### src/rtl/tpfh_mod.sv
// Two-stage remainder of a narrow index by a constant table size.
`default_nettype none

module tpfh_mod #(
   parameter int IN_W    = 11,
   parameter int DIVISOR = 2048,
   parameter int OUT_W   = 11
) (
   input  wire logic             clock,
   input  wire logic [IN_W-1:0]  x,
   output logic      [OUT_W-1:0] r
);

   logic [IN_W-1:0]  x_d_ff;
   logic [OUT_W-1:0] r_ff;

   always_ff @(posedge clock) begin
      x_d_ff <= x;
   end

   generate
      if (DIVISOR >= (1 << IN_W)) begin : g_pass
         // The divisor exceeds every input value, so the remainder is the input.
         always_ff @(posedge clock) begin
            r_ff <= OUT_W'(x_d_ff);
         end
      end else begin : g_div
         // Quotient by a truncated reciprocal; it may be one low, so the
         // remainder needs at most one corrective subtraction.
         localparam int SHIFT = IN_W + 2;
         localparam logic [SHIFT-1:0] RECIP = SHIFT'((1 << SHIFT) / DIVISOR);

         logic [IN_W+SHIFT-1:0] prod;
         logic [IN_W-1:0]       q_ff;
         logic [IN_W-1:0]       qd;
         logic [IN_W-1:0]       rem;
         logic [IN_W-1:0]       rem_fix;

         assign prod = (IN_W+SHIFT)'(x) * (IN_W+SHIFT)'(RECIP);

         always_ff @(posedge clock) begin
            q_ff <= prod[IN_W+SHIFT-1:SHIFT];
         end

         assign qd      = q_ff * IN_W'(DIVISOR);
         assign rem     = x_d_ff - qd;
         assign rem_fix = (rem >= IN_W'(DIVISOR)) ? rem - IN_W'(DIVISOR) : rem;

         always_ff @(posedge clock) begin
            r_ff <= OUT_W'(rem_fix);
         end
      end
   endgenerate

   assign r = r_ff;

endmodule

`default_nettype wire

### config.mk
export PLATFORM = sky130hd
export DESIGN_NAME = tpfh_mod
export DESIGN_NICKNAME = d
export VERILOG_FILES = /design/src/rtl/tpfh_mod.sv
export SDC_FILE = /design/constraint.sdc
export NUM_CORES = 1
export LEC_CHECK = 0
export ABC_AREA = 1
export BUFFER_PORTS_ARGS = -buffer_cell sky130_fd_sc_hd__clkbuf_2
export CORE_AREA = 5 5 42 44
export DETAILED_ROUTE_END_ITERATION = 8
export DIE_AREA = 0 0 47 49
export GPL_TIMING_DRIVEN = 0
export PLACE_DENSITY = 0.64
export SLEW_MARGIN = 0
export SYNTH_ARGS = -nofsm -noshare
export SYNTH_HDL_FRONTEND = slang
export SYNTH_SLANG_ARGS = --single-unit
### constraint.sdc
create_clock -name clock -period 0.8 [get_ports clock]
set_input_delay 0.12 -clock clock [delete_from_list [all_inputs] [get_ports clock]]
set_output_delay 0.12 -clock clock [all_outputs]
set_load 0.01 [all_outputs]
# --- After elaboration in Yosys (flattened, before gate mapping) ---
# Index checks and enable logic that the tools add are counted.
totals:
  inputBits: 12
  output_inout_bits: 11
  ram_bits: 0
  register_bits: 22
  mem_bits_ro: 0
  latch_bits: 0
  memories: 0
  word_cells: 2
op_classes:
  div: 0
  bitwise_logic: 0
  n_eq_ne: 0
  n_mul: 0
  n_mux: 0
  addsub: 0
  shifts: 0
  magnitude_cmp: 0
  n_reduce_logical: 0

# --- Longest topological paths before layout ---
depth:
  depth_word: 0
  mapped_depth: 0
  mapped_depth_nobuf: 0

# --- Worst setup path after synthesis ---
# OpenSTA, ideal clock, no wires.
synth_path:
  path_type: "register to output"
  from: "reg r_ff[0], in the netlist r[0]"
  to: "out r[0]"
  t_arrival_ns: 0.331
  n_path_buf: 0
  path_stages_with_launch: 1
  slack_ns: 0.349
  t_required_ns: 0.680
  cell_sequence: "dfxtp_1"
synth_rtl:
  columns: ["item", "line_no", "rtl"]
  rows:
  - ["start, declared", "15", "logic [OUT_W-1:0] r_ff;"]
  - ["start signal, assigned", "25", "r_ff <= OUT_W'(x_d_ff);"]
  - ["end, declared", "11", "output logic [OUT_W-1:0] r"]
# No word-level cell between the ends.

# --- Worst setup path in the final report ---
layout_path:
  from: "reg r_ff[9], in the netlist r[9]"
  to: "out r[9]"
# No word-level cell between the ends.

==> run summary <==
Placed Cells = 60
Antenna Violating Nets Remaining = 0
met1 GRT Util = 6.09%
max cap viols = 0
mapped cell area = 440 µm²
synthesis-stage register bit count = 22
design area = 754 µm²
number of remaining DRC errors = 0
initial antenna violation count = 0
largest net degree at the start of global routing = 13
Via density = 3.67
Hold WC Path Type = reg -> reg
Initial Util = 31.4%
vias in the first global route = 257
Net Count, Synth = 34
Worst Slack Setup Final = -0.0627 ns
Hold Vio Cnt, Final = 0
Final Power = 1.87 mW
register area = 447 µm²
Max Freq = 1.16 GHz
RePlAce Congestion = 0.525
share of layout cells above drive strength 1 = 52.5%
cells after synthesis = 22
grt met2 use = 10.4%
Buf+Inv Stages, Crit Path = 1
count of multi-input gates = 0
outcome = finished, violations left
class of the most critical setup path = reg -> out
final period utilization = 108%
IO buf count = 22
CP Launch Type = register
CTS root buffer = clkbuf_4
grt met3 use = 4.80%
Final Slew Violations = 0
Rel. slew slack = 92.6%
Total GRT Usage = 6.96%
P_leak = 0.352 nW
min cycle time layout = 0.863 ns
Multi-input gate area = 0 µm²
first-pass GRT wire length = 1070 µm
DIE AREA = 0.00230 mm²
CP required = 0.68 ns
Worst VDD drop = 1.78 mV
Cell Area, Placed = 571 µm²
ant diodes = 0
Top delay family on crit path = flip-flops
# setup viols final = 11
Clock transition at path regs = 0.11 ns
Syn Area/Cell = 20.0 µm²
Least-Margin Pin Slew = 0.111 ns
slowest stage delay, CP = 0.33 ns
CP max FO = 1
clk sink count = 22
DRT Pass-1 Iters = 1
Core ar. = 0.00140 mm²
setup_tns = -0.599 ns
Layout Nets = 72
grt ovf = 0
# IOs = 23
failing checks = negative setup slack
cell breakdown of the critical path = buf_6
sequential element share of the synthesized area = 100%
Non-Filler Instances = 75
CP arrival = 0.74 ns
Die Ht = 49 µm
gr busiest metal = met2
YS warnings = 0
skew final = 0.00612 ns
wire per inst = 8.93 µm
Cell Pwr Density = 2480 mW/mm²
clock buffer depth = 2
CTS buffer count = 3
RSZ-0062 raised after global routing = yes
vias post-DR = 275
clock tree from TritonCTS = built
Die X = 47 µm
H-tree depth = 1
FILL cells = 118
area delta synth->final = 71.3%
DRT iter0 DRCs = 0
crit end category = output pin
num rows = 14
clock latency on the worst-skew pair = 0.30 ns
Routed WL = 670 µm
CP max-delay cell = dfxtp_2
Distinct cells, synth = 1
[registers in the layout, summed over array words and instances (netlist names)]
signal / cells
r: 11
x_d_ff: 11
[logic make-up after synthesis]
family  synth area share (%)
flops                    100
[per-layer routing]
layer / share of wire (%) / vias up
met1: 34 / 116
met3: 18 / 2
li1: - / 140
met4: 2.2 / 0
met2: 46 / 17
met5: 0 / -
[through the flow]
step	hold WS, ns	setup WS, ns	util, %
after floorplan	0.148	0.349	-
after global placement	0.222	0.269	40.7
after detailed placement	0.224	0.266	40.7
after CTS	0.337	-0.0938	51.2
after global routing	0.337	-0.110	53.8
final	0.333	-0.0627	53.8
[where the power goes]
group          switching (mW)  internal (mW)  total [mW]
Combinational          0.0379         0.0869       0.125
Clock                   0.297          0.277       0.574
Sequential             0.0135           1.16        1.17
Total                   0.348           1.52        1.87
[cells in the mapped netlist (all sizes together)]
library cell | number | share of area [%]
dfxtp | 22 | 100
[cell usage in the layout, fill, tap and decap left out]
cell and count:
buf_2 6, buf_6 5, clkbuf_2 11, clkbuf_4 3, dfxtp_1 17, dfxtp_2 5
clkbuf_8 1, dlygate4sd3_1 11
[layout make-up]
type                  instances  area share (%)
Sequential cell              22            59.2
Clock buffer                  4            4.81
Timing Repair Buffer         33            33.3
Tap cell                     16            2.65
[repair_timing]
action / in CTS / in global routing
hold endpoints to repair: 11 / 0
resized for setup: 0 / 21
hold buffers: 11 / 0
endpoints found under the setup margin: 11 / 11
buffers inserted: 0 / 0
[path summary, 6_finish.rpt]
check | startpoint | cells past startpoint | to | slack (ns)
worst max-delay path | r[9] | 1 | r[9] | -0.06
worst min-delay path | x_d_ff[7] | 0 | r[7] | 0.33
worst max register to register | x_d_ff[9] | 0 | r[9] | 0.39
worst min register to register | x_d_ff[7] | 0 | r[7] | 0.33
Note: power is estimated with default switching activity, not from simulation.
