[config.mk]
export PLATFORM = sky130hd
export DESIGN_NAME = tpfh_region
export DESIGN_NICKNAME = d
export VERILOG_FILES = /design/src/rtl/tpfh_pkg.sv /design/src/rtl/tpfh_region.sv
export SDC_FILE = /design/constraint.sdc
export NUM_CORES = 1
export LEC_CHECK = 0
export BUFFER_PORTS_ARGS = -buffer_cell sky130_fd_sc_hd__clkbuf_2
export CAP_MARGIN = 20
export CORE_MARGIN = 10
export CORE_UTILIZATION = 46
export CTS_CLUSTER_DIAMETER = 200
export DETAILED_ROUTE_END_ITERATION = 7
export SYNTH_ARGS = -nofsm -noshare
export SYNTH_HDL_FRONTEND = slang
export SYNTH_SLANG_ARGS = --single-unit
[constraint.sdc]
create_clock -name clock -period 6.1 [get_ports clock]
set_input_delay 0.305 -clock clock [delete_from_list [all_inputs] [get_ports clock]]
set_output_delay 0.305 -clock clock [all_outputs]
set_load 0.1 [all_outputs]
[src/rtl/tpfh_pkg.sv]
// Shared types, codes and field widths of the two-level page fault handler.
`default_nettype none

package tpfh_pkg;

   // Field widths of the request and response beats.
   localparam int FAULT_TYPE_W = 2;
   localparam int ADDR_W       = 32;
   localparam int FRAME_W      = 20;
   localparam int STATUS_W     = 2;

   // Packed bus widths (padded to whole bytes).
   localparam int REQ_TDATA_W  = 56;
   localparam int RSP_TDATA_W  = 72;

   // Configuration port.
   localparam int CSR_INDEX_W  = 3;
   localparam int CSR_DATA_W   = 32;

   // Virtual address split: directory index in bits 31..21, table index in 20..12.
   localparam int DIR_SHIFT    = 21;
   localparam int PAGE_SHIFT   = 12;
   localparam int DIR_SRC_W    = ADDR_W - DIR_SHIFT;
   localparam int PAGE_SRC_W   = DIR_SHIFT - PAGE_SHIFT;

   // Low half of the TLB entry: dirty and valid always set.
   localparam logic [PAGE_SHIFT-1:0] LO_FLAGS = 12'h600;

   // Fault kinds carried in the request tuser.
   localparam logic [FAULT_TYPE_W-1:0] FAULT_READ      = 2'd0;
   localparam logic [FAULT_TYPE_W-1:0] FAULT_WRITE     = 2'd1;
   localparam logic [FAULT_TYPE_W-1:0] FAULT_READ_ONLY = 2'd2;

   // Configuration register indexes.
   localparam logic [CSR_INDEX_W-1:0] CSR_REGION_START_0 = 3'd0;
   localparam logic [CSR_INDEX_W-1:0] CSR_REGION_SIZE_0  = 3'd1;
   localparam logic [CSR_INDEX_W-1:0] CSR_REGION_START_1 = 3'd2;
   localparam logic [CSR_INDEX_W-1:0] CSR_REGION_SIZE_1  = 3'd3;
   localparam logic [CSR_INDEX_W-1:0] CSR_REGION_START_2 = 3'd4;
   localparam logic [CSR_INDEX_W-1:0] CSR_REGION_SIZE_2  = 3'd5;
   localparam logic [CSR_INDEX_W-1:0] CSR_REGION_START_3 = 3'd6;
   localparam logic [CSR_INDEX_W-1:0] CSR_REGION_SIZE_3  = 3'd7;

   localparam logic [CSR_INDEX_W-1:0] CSR_START_IDX [4] = '{
      CSR_REGION_START_0, CSR_REGION_START_1, CSR_REGION_START_2, CSR_REGION_START_3
   };
   localparam logic [CSR_INDEX_W-1:0] CSR_SIZE_IDX [4] = '{
      CSR_REGION_SIZE_0, CSR_REGION_SIZE_1, CSR_REGION_SIZE_2, CSR_REGION_SIZE_3
   };

   typedef enum logic [STATUS_W-1:0] {
      STATUS_OK      = 2'd0,
      STATUS_FAULT   = 2'd1,
      STATUS_INVALID = 2'd2,
      STATUS_NOMEM   = 2'd3
   } status_type;

   typedef enum logic [2:0] {
      S_CLEAR,
      S_IDLE,
      S_CHECK,
      S_INDEX,
      S_DIR_READ,
      S_DIR_EVAL,
      S_PTE_EVAL,
      S_RESULT
   } state_type;

endpackage

`default_nettype wire

[src/rtl/tpfh_region.sv]
// Region registers and the test of a fault address against every region.
`default_nettype none

module tpfh_region #(
   parameter int REGION_COUNT = 4
) (
   input  wire logic                              clock,
   input  wire logic                              reset,
   input  wire logic                              csr_wen,
   input  wire logic [tpfh_pkg::CSR_INDEX_W-1:0]  csr_index,
   input  wire logic [tpfh_pkg::CSR_DATA_W-1:0]   csr_wdata,
   input  wire logic [tpfh_pkg::ADDR_W-1:0]       addr,
   output logic                                   hit
);

   import tpfh_pkg::*;

   logic [ADDR_W-1:0]       start_ff [REGION_COUNT];
   logic [ADDR_W-1:0]       size_ff  [REGION_COUNT];
   logic [REGION_COUNT-1:0] in_region;

   always_ff @(posedge clock) begin
      for (int k = 0; k < REGION_COUNT; k++) begin
         if (reset) begin
            start_ff[k] <= '0;
            size_ff[k]  <= '0;
         end else if (csr_wen) begin
            if (csr_index == CSR_START_IDX[k]) start_ff[k] <= csr_wdata;
            if (csr_index == CSR_SIZE_IDX[k])  size_ff[k]  <= csr_wdata;
         end
      end
   end

   // The offset is taken one bit wider so that a region may end at the top
   // of the address space; a borrow means the address lies below the start.
   always_comb begin
      logic [ADDR_W:0] diff;
      for (int k = 0; k < REGION_COUNT; k++) begin
         diff         = {1'b0, addr} - {1'b0, start_ff[k]};
         in_region[k] = !diff[ADDR_W] && (diff[ADDR_W-1:0] < size_ff[k]);
      end
   end

   assign hit = |in_region;

endmodule

`default_nettype wire

---- Word-level counts from Yosys, hierarchy flattened ----
Memories as Yosys holds them, arrays and structs flattened.
Index checks and enable logic that the tools add are counted.
storage, ports and cells
  input bits .............................. 70
  memories kept ........................... 2
  output and inout bits ................... 1
  logic and storage cells ................. 77
  RAM bits ................................ 256
  register bits after elaboration ......... 0
cells by class
  magnitude comparators ................... 4
  equality and inequality tests ........... 7
  bitwise gates (word level) .............. 8
  multiplexer cells ....................... 42
  add/sub/neg operators ................... 4
  reduce and logical (&&, ||, !) cells .... 10
memory list
  name      words  bits a word  read ports  clocked after Yosys merged registers in  wr ports  line               source
  size_ff   4      32           4           0                                        4         tpfh_region.sv:19  logic [ADDR_W-1:0] size_ff [REGION_COUNT];
  start_ff  4      32           4           0                                        4         tpfh_region.sv:18  logic [ADDR_W-1:0] start_ff [REGION_COUNT];
operator list
  kind                                            count
  2-to-1 mux 32 bit                               8
  subtractor 32 x 32 -> 33 bit                    4
  < comparator 32 bit                             4
  2-to-1 mux 1 bit                                34
  == test 3 bit (second input constant)           4
  bitwise OR 1 bit                                8
  == test 3 x 2 -> 1 bit (second input constant)  2
  logical AND 1 bit                               4
  logical NOT 1 bit                               4
  OR reduction 4 bit                              1
  == test 3 x 1 -> 1 bit (second input constant)  1
  logical NOT 3 bit                               1

---- Logic depth before layout (Yosys ltp) ----
Gate-level depths: netlist (run 1).
  depth after elaboration ................. 6
  mapped depth ............................ 22
  gate-level depth less buffers ........... 22

---- Worst setup path before layout (run 1) ----
OpenSTA, ideal clock, no wires.
  path kind ............................... reg2out
  start ................................... mem start_ff[1][4]
  end ..................................... out hit
  setup slack ............................. 618 ps
  data arrival time ....................... 5177 ps
  path buffers ............................ 0
  stages on the path, launching flop included .. 20
  cells stage by stage .................... edfxtp_1 -> inv_1 -> ha_1 -> and2_1 -> a311o_1 -> a31o_1 -> o31a_1 -> a311o_1 -> o211ai_2 -> or2b_1 -> a21oi_1 -> xnor2_1 -> ha_1 -> a21o_1 -> a21o_1 -> a21oi_1 -> o2111ai_1 -> nand2_1 -> nand3_1 -> o211ai_1
RTL lines
  what         line               source
  from (decl)  tpfh_region.sv:18
  to (decl)    tpfh_region.sv:13  output logic hit

==> impl_metrics.py, run 1 <==
metrics = {
    "run_status": {
        "status": "complete, no violations",
    },
    "synth": {
        "syn_nets": 2276,
        "syn_area_per_cell_um2": 9.813,
        "synth_cells": 1950,
        "ys.flop_type": "edfxtp_1",
        "synth_edf_count": 256,
        "async_flop_share": 0,
        "ys_ff_latch": 256,
        "yosys_warnings": 0,
        "syn_area_um2": 19140,
        "synth_cell_types": 61,
        "ys_seq_area_frac": 0.4017,
    },
    "detailed_routing": {
        "top_layer_used": "met4",
        "drtIter0Drc": 883,
        "vias": 14020,
        "wl_met3_um": 2253,
        "ant_nets": 0,
        "wl_met2_um": 20870,
        "first_pass_iters": 5,
        "met1_length_um": 23490,
        "drc_errors": 0,
        "postRouteWirelength_um": 47650,
        "vias_per_cell": 5.422,
        "wl_per_cell_um": 18.43,
    },
    "die": {
        "io_pins": 71,
        "start_util": 0.4665,
        "chipWidth_um": 224.0,
        "die_area_um2": 50160,
        "design.core.area_um2": 41020,
        "row_count": 74,
        "die-height_um": 224.0,
    },
    "grt": {
        "grt_max_degree": 33,
        "globalRouteOverflowTotal": 0,
        "antenna_found_initial": 1,
        "grt_pass1_vias": 14010,
        "grt.total_usage": 0.1872,
        "grt_pass1_wl_um": 74770,
    },
    "placement": {
        "gp_congestion": 0.9028,
        "dp_hpwl_um": 36420,
        "port_buffers": 70,
    },
    "sta": {
        "setup_viol": 0,
        "tns_ns": 0,
        "rsz0062_at_grt": "false",
        "min_period_ns": 5.772,
        "final_hold_viol_count": 0,
        "clock.fmax_mhz": 173.3,
        "final_max_slew_viol_count": 0,
        "holdWs_ns": 0.1542,
        "period_share": 0.9462,
        "worst_pin_slew_ns": 1.023,
        "maxSlewHeadroom": 0.3161,
    },
    "clock_tree": {
        "numCtsBuffers": 30,
        "root_buffer": "clkbuf_16",
        "ctsHoldBuffers": 0,
        "cts_sinks": 256,
        "cts_max_level": 1,
        "clk_pin_slew_ns": 0.06,
        "clockBufferDepth": 3,
        "cts_tree": "done",
    },
    "setup_path": {
        "path_class": "flop to primary output",
        "worstPathArrival_ns": 5.47,
        "crit_fanout": 4,
        "critPathLaunch": "start_ff[0][0]",
        "crit_path_start_kind": "flop",
        "path_cells": "ha_1 -> fa_1 -> nand2b_1 -> a21oi_1 -> o41ai_1 -> buf_4 -> o31a_1 -> o211a_1 -> o31ai_1 -> o41ai_1 -> buf_4 -> o21bai_1 -> a21oi_1 -> xnor2_1 -> ha_1 -> nand4_1 -> nor2_1 -> o211ai_1 -> a32oi_2 -> o211ai_1 -> buf_12",
        "setup.worst_path.end_class": "primary output",
        "critical_path.slowest_cell": "fa_1",
        "required_ns": 5.79,
        "cp_slowest_stage_delay_ns": 0.42,
    },
    "worst_hold_path": {
        "hp-start": "csr_wdata[31]",
        "hold_path_class": "primary input to flop",
        "min_to": "start_ff[2][31]",
        "holdPathStages": 2,
    },
    "final_layout": {
        "fin_nets": 2357,
        "diodes": 0,
        "syn_to_final_growth_pct": 11.04,
        "fillers": 3681,
        "drive_gt1_frac": 0.07501,
    },
    "power": {
        "vdd_drop_max_mv": 0.2415,
        "power.density_nw_per_um2": 258.6,
        "leakage_nw": 9.769,
    },
    "flow_run": {
        "maxCapViolations": 0,
    },
}
through the flow:
step | utilization | instances | power, mW | worst slack (ns) | instance area (um^2)
after global placement | 0.4926 | 2530 | 3.661 | 0.4915 | 20210
after detailed placement | 0.4926 | 2530 | 3.700 | 0.4005 | 20210
after global routing | 0.5181 | 2585 | 5.814 | 0.01423 | 21250
after floorplan | - | 1950 | 3.267 | 0.6178 | 19140
final | 0.5181 | 2585 | 5.496 | 0.3282 | 21250
after CTS | 0.5165 | 2584 | 5.522 | 0.1241 | 21180
routing by layer:
layer / up-vias / track usage
met2: 298 / 0.2978
met4: 0 / 0.05331
li1: 6986 / -
met5: - / 0
met1: 6664 / 0.2636
met3: 67 / 0.02130
worst max-delay path by stage:
| stage | to | slack, ns |
|---|---|---|
| floorplan | hit | 0.62 |
| global placement | hit | 0.49 |
| detailed placement | hit | 0.40 |
| CTS | hit | 0.12 |
| global route | hit | 0.01 |
| finish | hit | 0.33 |
worst max-delay path, delay by kind of cell (launching register included):
family                   cells  cell delay, ns
AO/OA/AOI/OAI               11            2.38
XOR/XNOR                     1            0.15
flip-flops                   1            0.36
AND/OR/NAND/NOR              3            0.56
buffers and inverters        3            0.51
adder cells (fa/ha/maj)      3            0.94
cell families after synthesis:
family / share of synthesized area
AND/OR/NAND/NOR: 0.1631
buffers and inverters: 0.06179
adder cells (fa/ha/maj): 0.1690
flip-flops: 0.4017
AO/OA/AOI/OAI: 0.1531
multiplexers: 0.001046
XOR/XNOR: 0.05035
sequential cells by signal, summed over array words and instances (netlist names):
name	cells
size_ff	128
start_ff	128
Yosys cell counts (21+ instances only):
cell | number | area share
a21o_1 | 86 | 0.034
a21oi_1 | 137 | 0.036
and2_1 | 265 | 0.087
clkbuf_1 | 36 | 0.0071
edfxtp_1 | 256 | 0.40
ha_1 | 252 | 0.16
inv_1 | 279 | 0.055
nand2_1 | 56 | 0.011
nand2b_1 | 28 | 0.0092
nand3_1 | 22 | 0.0058
nand4_1 | 29 | 0.0095
nor2_1 | 89 | 0.017
nor2b_1 | 30 | 0.0098
nor3_1 | 21 | 0.0055
o21a_1 | 26 | 0.010
o21ai_0 | 72 | 0.019
o21bai_1 | 22 | 0.0086
xnor2_1 | 79 | 0.036
xor2_1 | 31 | 0.014
timing repair:
| action | in CTS | in global routing |
|---|---|---|
| pin swaps | 0 | 0 |
| resized for setup | 1 | 8 |
| endpoints found under the hold margin | 0 | 0 |
| buffers inserted | 0 | 0 |
| endpoints found under the setup margin | 1 | 1 |
final cells by class:
cell class	instances	area, um^2	area share
clock buffers	35	790.8	0.03721
clock inverters	19	181.4	0.008538
inverters	279	1047	0.04928
multi-input cells	1379	10390	0.4888
flip-flops and latches	256	7687	0.3618
well taps	532	665.6	0.03133
repair buffers	85	490.5	0.02308
placed cells by master (no fill, tap or decap), types with 5 or more instances in the layout:
cell type and count:
edfxtp_1 256, ha_1 252, clkinv_1 11, a31oi_1 8, buf_4 14, a21o_1 86, nand3_1 22, o2111ai_1 7
o21bai_1 16, nor2_1 89, o211ai_1 11, and2_1 265, and3_1 9, o31ai_1 5, a211o_1 5, nor3_1 18
a21oi_1 137, xnor2_1 79, o21a_1 26, nand4_1 29, nand2_1 56, nor2b_1 30, a211oi_1 11, clkbuf_16 31
o21ai_0 72, clkbuf_2 69, or2_2 5, inv_1 279, xor2_1 31, nand2b_1 28, o21bai_4 5, nor4_1 5
report_power, final:
| group | total [mW] | switching (mW) | internal [mW] |
|---|---|---|---|
| sequential | 2.08 | 0.0308 | 2.05 |
| clock | 1.81 | 0.728 | 1.08 |
| combinational | 1.60 | 0.927 | 0.675 |
Note: power is estimated with default switching activity, not from simulation.
==> inputs of run 2 (changes only) <==
==> constraint.sdc (replaced) <==
create_clock -name clock -period 6.1 [get_ports clock]
set_input_delay 0.61 -clock clock [delete_from_list [all_inputs] [get_ports clock]]
set_output_delay 0.61 -clock clock [all_outputs]
set_load 0.1 [all_outputs]
==> run 2 against run 1 <==
Final cell count is 0.74% higher. First-iteration DRC count is 2.3% higher. Clock-buffer cell count is 4 higher. Global-route usage is 0.41 points higher. Highest routed layer unchanged. Largest power group unchanged. Design area is 1.5% higher. Sequential power hardly changed. Via count is 0.22% higher. Sequential share of layout area is 0.54 points lower. Maximum frequency is 2.1% lower.
==> impl_metrics.py, run 2 (synthesis gave the netlist of run 1 again) <==
metrics = {
    "run_status": {
        "status": "complete, no violations",
    },
    "grt": {
        "grt_max_degree": 33,
        "grt_pass1_wl_um": 75620,
        "grt_pass1_vias": 13890,
        "grt.total_usage": 0.1913,
        "antenna_found_initial": 3,
        "globalRouteOverflowTotal": 0,
    },
    "detailed_routing": {
        "first_pass_iters": 5,
        "ant_nets": 0,
        "wl_per_cell_um": 18.70,
        "drc_errors": 0,
        "vias": 14050,
        "vias_per_cell": 5.394,
        "postRouteWirelength_um": 48690,
        "drtIter0Drc": 903,
    },
    "clock_tree": {
        "clk_pin_slew_ns": 0.06,
        "cts_sinks": 256,
        "ctsHoldBuffers": 0,
        "numCtsBuffers": 31,
        "clockBufferDepth": 3,
        "cts_tree": "done",
        "cts_max_level": 1,
        "root_buffer": "clkbuf_16",
    },
    "setup_path": {
        "crit_fanout": 5,
        "worstPathArrival_ns": 5.29,
        "crit_end": "hit",
        "setup.worst_path.end_class": "primary output",
        "path_class": "flop to primary output",
        "required_ns": 5.49,
        "critPathLaunch": "start_ff[1][4]",
        "crit_path_start_kind": "flop",
    },
    "power": {
        "p_sw_frac": 0.3155,
        "vdd_drop_max_mv": 0.2138,
        "p_seq_frac": 0.378,
        "p_comb_frac": 0.304,
        "leakage_nw": 9.859,
        "pwr-share-clk": 0.318,
        "power.density_nw_per_um2": 255.7,
        "internal_power_mw": 3.775,
        "switchingPower_mw": 1.740,
        "power_mw": 5.515,
    },
    "final_layout": {
        "fin_util": 0.5259,
        "instances_no_fill": 2604,
        "final_cell_mix": "inv_1 (279), and2_1 (265), edfxtp_1 (256), ha_1 (252), a21oi_1 (131)",
        "fillers": 3756,
        "drive_gt1_frac": 0.1000,
        "largestRegisters": "size_ff x128, start_ff x128",
        "fin_nets": 2374,
        "seq_area_um2": 7687,
        "multi_input_area_um2": 10600,
        "layout_commonest_cell": "inv_1",
        "syn_to_final_growth_pct": 12.73,
    },
    "placement": {
        "dp_cells": 2541,
        "gp_congestion": 0.8805,
        "dp_hpwl_um": 36740,
        "port_buffers": 70,
    },
    "die": {
        "die-height_um": 224.0,
        "io_pins": 71,
        "design.core.area_um2": 41020,
        "row_count": 74,
        "die_area_um2": 50160,
        "chipWidth_um": 224.0,
        "start_util": 0.4665,
    },
    "sta": {
        "worst_pin_slew_ns": 1.049,
        "final_max_slew_viol_count": 0,
        "setup_viol": 0,
        "clock.fmax_mhz": 169.5,
        "min_period_ns": 5.898,
        "tns_ns": 0,
        "period_share": 0.9669,
        "final_hold_viol_count": 0,
        "maxSlewHeadroom": 0.3008,
    },
    "flow_run": {
        "maxCapViolations": 0,
    },
    "worst_hold_path": {
        "hold_path_class": "primary input to flop",
    },
}
## run 2: cell types whose count changed in the layout (fill, tap and decap cells not counted), sizes merged
| cell | change |
|---|---|
| clkbuf | +5 |
| clkinv | -3 |
| diode | +2 |
| buf | +15 |
| bufinv | -2 |
| clkinvlp | +1 |
| inv | +1 |
## run 2: final cells by class
cell class | count | area share
flip-flops and latches | 256 | 0.3564
repair buffers | 101 | 0.02912
diodes | 2 | 0.0002320
clock buffers | 39 | 0.03735
inverters | 279 | 0.04855
clock inverters | 16 | 0.006032
well taps | 532 | 0.03086
multi-input cells | 1379 | 0.4915
## run 2: how the worst min path moves through the flow
stage | from | to | slack [ns] | depth (start not counted)
after global placement | csr_wdata[0] | start_ff[0][0] | 1.03 | 2
after floorplan | csr_wdata[0] | size_ff[0][0] | 0.81 | 1
after CTS | csr_wdata[0] | start_ff[3][0] | 0.41 | 2
after detailed placement | csr_wdata[0] | size_ff[0][0] | 1.03 | 2
final | csr_wdata[0] | start_ff[3][0] | 0.43 | 2
after global routing | csr_wdata[0] | start_ff[3][0] | 0.44 | 2
## run 2: per-stage QoR
stage	instance area, um^2	hold slack, ns	worst slack [ns]
finish	21570	0.4330	0.2020
global route	21570	0.4396	-0.01705
CTS	21250	0.4137	0.01766
detailed placement	20290	1.035	-0.02073
global placement	20290	1.032	0.03814
floorplan	19140	0.8082	0.02421
## run 2: critical path, cell delays in order (launching register included)
cell and delay (ns):
edfxtp_1 0.36, inv_1 0.07, ha_1 0.28, and2_1 0.18, a311o_1 0.31, a31o_1 0.21, o31a_1 0.30, a311o_1 0.39
o211ai_2 0.19, buf_4 0.15, o311ai_4 0.15, a21oi_2 0.22, xnor2_1 0.14, ha_1 0.27, a21o_1 0.16, a21o_1 0.18
a21oi_2 0.19, o2111ai_2 0.16, nand2_2 0.14, nand3_1 0.09, o211ai_1 0.30, clkbuf_16 0.27
## run 2: power by group through the flow
stage | Combinational, mW | Clock [mW] | Sequential, mW
2_1_floorplan | 1.15 | 0 | 2.11
3_3_place_gp | 1.57 | 0 | 2.12
3_5_place_dp | 1.59 | 0 | 2.12
4_1_cts | 1.61 | 1.79 | 2.09
5_1_grt | 1.89 | 1.86 | 2.10
6_report | 1.67 | 1.76 | 2.08
## run 2: routing by layer
metal  part of all wire  GRT usage  up-vias  wire length, um
met5                  0          0        -                0
met4              0.019    0.04761        0              924
met3              0.053    0.02365       63             2587
met2               0.43     0.2978      283            20920
met1               0.50     0.2762     6655            24260
li1                   -          -     7045                -
## run 2: repair_timing
item | 4_1_cts | 5_1_grt
pin swaps | 2 | 20
endpoints found under the setup margin | 1 | 1
buffers inserted | 0 | 4
gates cloned | 0 | 0
gates resized for setup | 5 | 49
==> inputs of run 3 (changes only) <==
==> constraint.sdc (replaced) <==
create_clock -name clock -period 6.1 [get_ports clock]
set_input_delay 1.22 -clock clock [delete_from_list [all_inputs] [get_ports clock]]
set_output_delay 1.22 -clock clock [all_outputs]
set_load 0.1 [all_outputs]
==> run 3 against run 2 <==
The flow now finishes with violations (negative setup slack). Wire length rose by 6.2%. Via count rose by 6.5%. Critical path depth rose by 3. Critical path type is now primary input to primary output. Critical endpoint unchanged. Largest cell class unchanged.
==> impl_metrics.py, run 3 (synthesis gave the netlist of run 1 again) <==
metrics = {
    "setup_path": {
        "path_class": "primary input to primary output",
        "required_ns": 4.88,
        "crit_fanout": 3,
        "worstPathArrival_ns": 5.59,
        "crit_path_start_kind": "primary input",
        "setup.worst_path.end_class": "primary output",
    },
    "sta": {
        "final_max_slew_viol_count": 0,
        "setup_viol": 1,
        "min_period_ns": 6.814,
        "final_hold_viol_count": 0,
        "tns_ns": -0.7140,
        "worst_pin_slew_ns": 1.095,
        "clock.fmax_mhz": 146.8,
        "maxSlewHeadroom": 0.2698,
        "holdWs_ns": 1.075,
        "period_share": 1.117,
        "rsz0062_at_grt": "true",
        "layout_setup_ws_ns": -0.7140,
    },
    "grt": {
        "grt_pass1_wl_um": 81160,
        "globalRouteOverflowTotal": 0,
        "grt.total_usage": 0.2043,
        "grt_max_degree": 33,
        "grt_pass1_vias": 15010,
        "antenna_found_initial": 1,
    },
    "final_layout": {
        "syn_to_final_growth_pct": 24.60,
        "largestRegisters": "size_ff x128, start_ff x128",
        "fillers": 3543,
        "fin_nets": 2628,
        "drive_gt1_frac": 0.2097,
        "layout_commonest_cell": "buf_4",
        "final_cell_mix": "buf_4 (279), inv_1 (276), and2_1 (264), edfxtp_1 (256), ha_1 (241)",
    },
    "clock_tree": {
        "clockBufferDepth": 3,
        "cts_max_level": 1,
        "cts_tree": "done",
        "root_buffer": "clkbuf_16",
        "clk_pin_slew_ns": 0.06,
        "cts_sinks": 256,
        "numCtsBuffers": 31,
    },
    "worst_hold_path": {
        "holdPathStages": 2,
        "hold_path_class": "primary input to flop",
    },
    "power": {
        "vdd_drop_max_mv": 0.2144,
        "power.density_nw_per_um2": 251.7,
        "leakage_nw": 11.20,
    },
    "detailed_routing": {
        "drtIter0Drc": 898,
        "vias_per_cell": 5.240,
        "vias": 14960,
        "wl_per_cell_um": 18.11,
        "postRouteWirelength_um": 51690,
        "first_pass_iters": 5,
        "ant_nets": 0,
        "drc_errors": 0,
    },
    "die": {
        "chipWidth_um": 224.0,
        "row_count": 74,
        "start_util": 0.4665,
        "die-height_um": 224.0,
        "design.core.area_um2": 41020,
        "die_area_um2": 50160,
        "io_pins": 71,
    },
    "run_status": {
        "status": "complete, but fails checks",
        "violations": "negative setup slack",
    },
    "flow_run": {
        "maxCapViolations": 0,
    },
    "placement": {
        "port_buffers": 70,
        "gp_congestion": 0.9018,
        "dp_hpwl_um": 39530,
    },
}
-- run 3: final cells by class --
class | count | area, um^2 | share of cell area
sequential | 256 | 7687 | 0.3224
inverter | 279 | 1059 | 0.04440
tap | 532 | 665.6 | 0.02792
antenna | 1 | 2.502 | 0.0001050
timing repair buffer | 355 | 2586 | 0.1085
multi-input combinational | 1379 | 10790 | 0.4523
clock inverter | 17 | 262.8 | 0.01102
clock buffer | 36 | 794.5 | 0.03332
-- run 3: power by group --
part	internal [mW]	leakage, nW	switching (mW)
combinational	0.928	8.21	1.04
clock	1.22	0.516	0.737
sequential	2.05	2.47	0.0306
total	4.20	11.2	1.80
-- run 3: critical path, cell delays in order --
cell,delay (ns)
clkbuf_4,0.15
buf_6,0.14
ha_4,0.25
o211ai_1,0.24
a21oi_2,0.09
o41ai_2,0.31
buf_4,0.18
a211oi_4,0.06
o31ai_1,0.26
buf_4,0.19
a31oi_4,0.11
a311oi_1,0.33
o21ai_0,0.13
o21ai_0,0.12
xnor2_1,0.17
ha_1,0.29
nand4_1,0.17
nor3_4,0.08
o21ai_2,0.08
o21ai_1,0.11
nor4_2,0.29
o221ai_2,0.17
o211ai_1,0.18
clkbuf_16,0.26
-- run 3: per-stage QoR --
step,instances,setup slack [ns],area (um^2),utilization,total power [mW]
final,2855,-0.7140,23840,0.5813,6.001
after global routing,2854,-0.9643,23840,0.5812,6.350
after CTS,2846,-0.6728,23490,0.5728,5.986
after detailed placement,2788,-1.062,22180,0.5408,3.967
after global placement,2788,-1.012,22180,0.5408,3.925
after floorplan,1950,-0.9791,19170,-,3.271
-- run 3: repair_timing --
item	in CTS	in global routing
cloned	0	0
setup buffers	5	5
hold buffers	0	0
pin swaps	38	41
setup endpoints to repair	1	1
gates resized for setup	46	49
-- run 3: path summary, 6_finish.rpt --
kind / slack (ns) / startpoint / to
setup / recovery: -0.71 / addr[2] / hit
hold / removal: 1.08 / csr_wdata[31] / start_ff[1][31]
-- run 3: per-layer routing --
layer,GRT usage,share of wire,up-vias
met3,0.02966,0.054,61
met4,0.05265,0.021,0
met2,0.3233,0.44,273
met5,0,0,-
met1,0.2873,0.49,7089
li1,-,-,7537
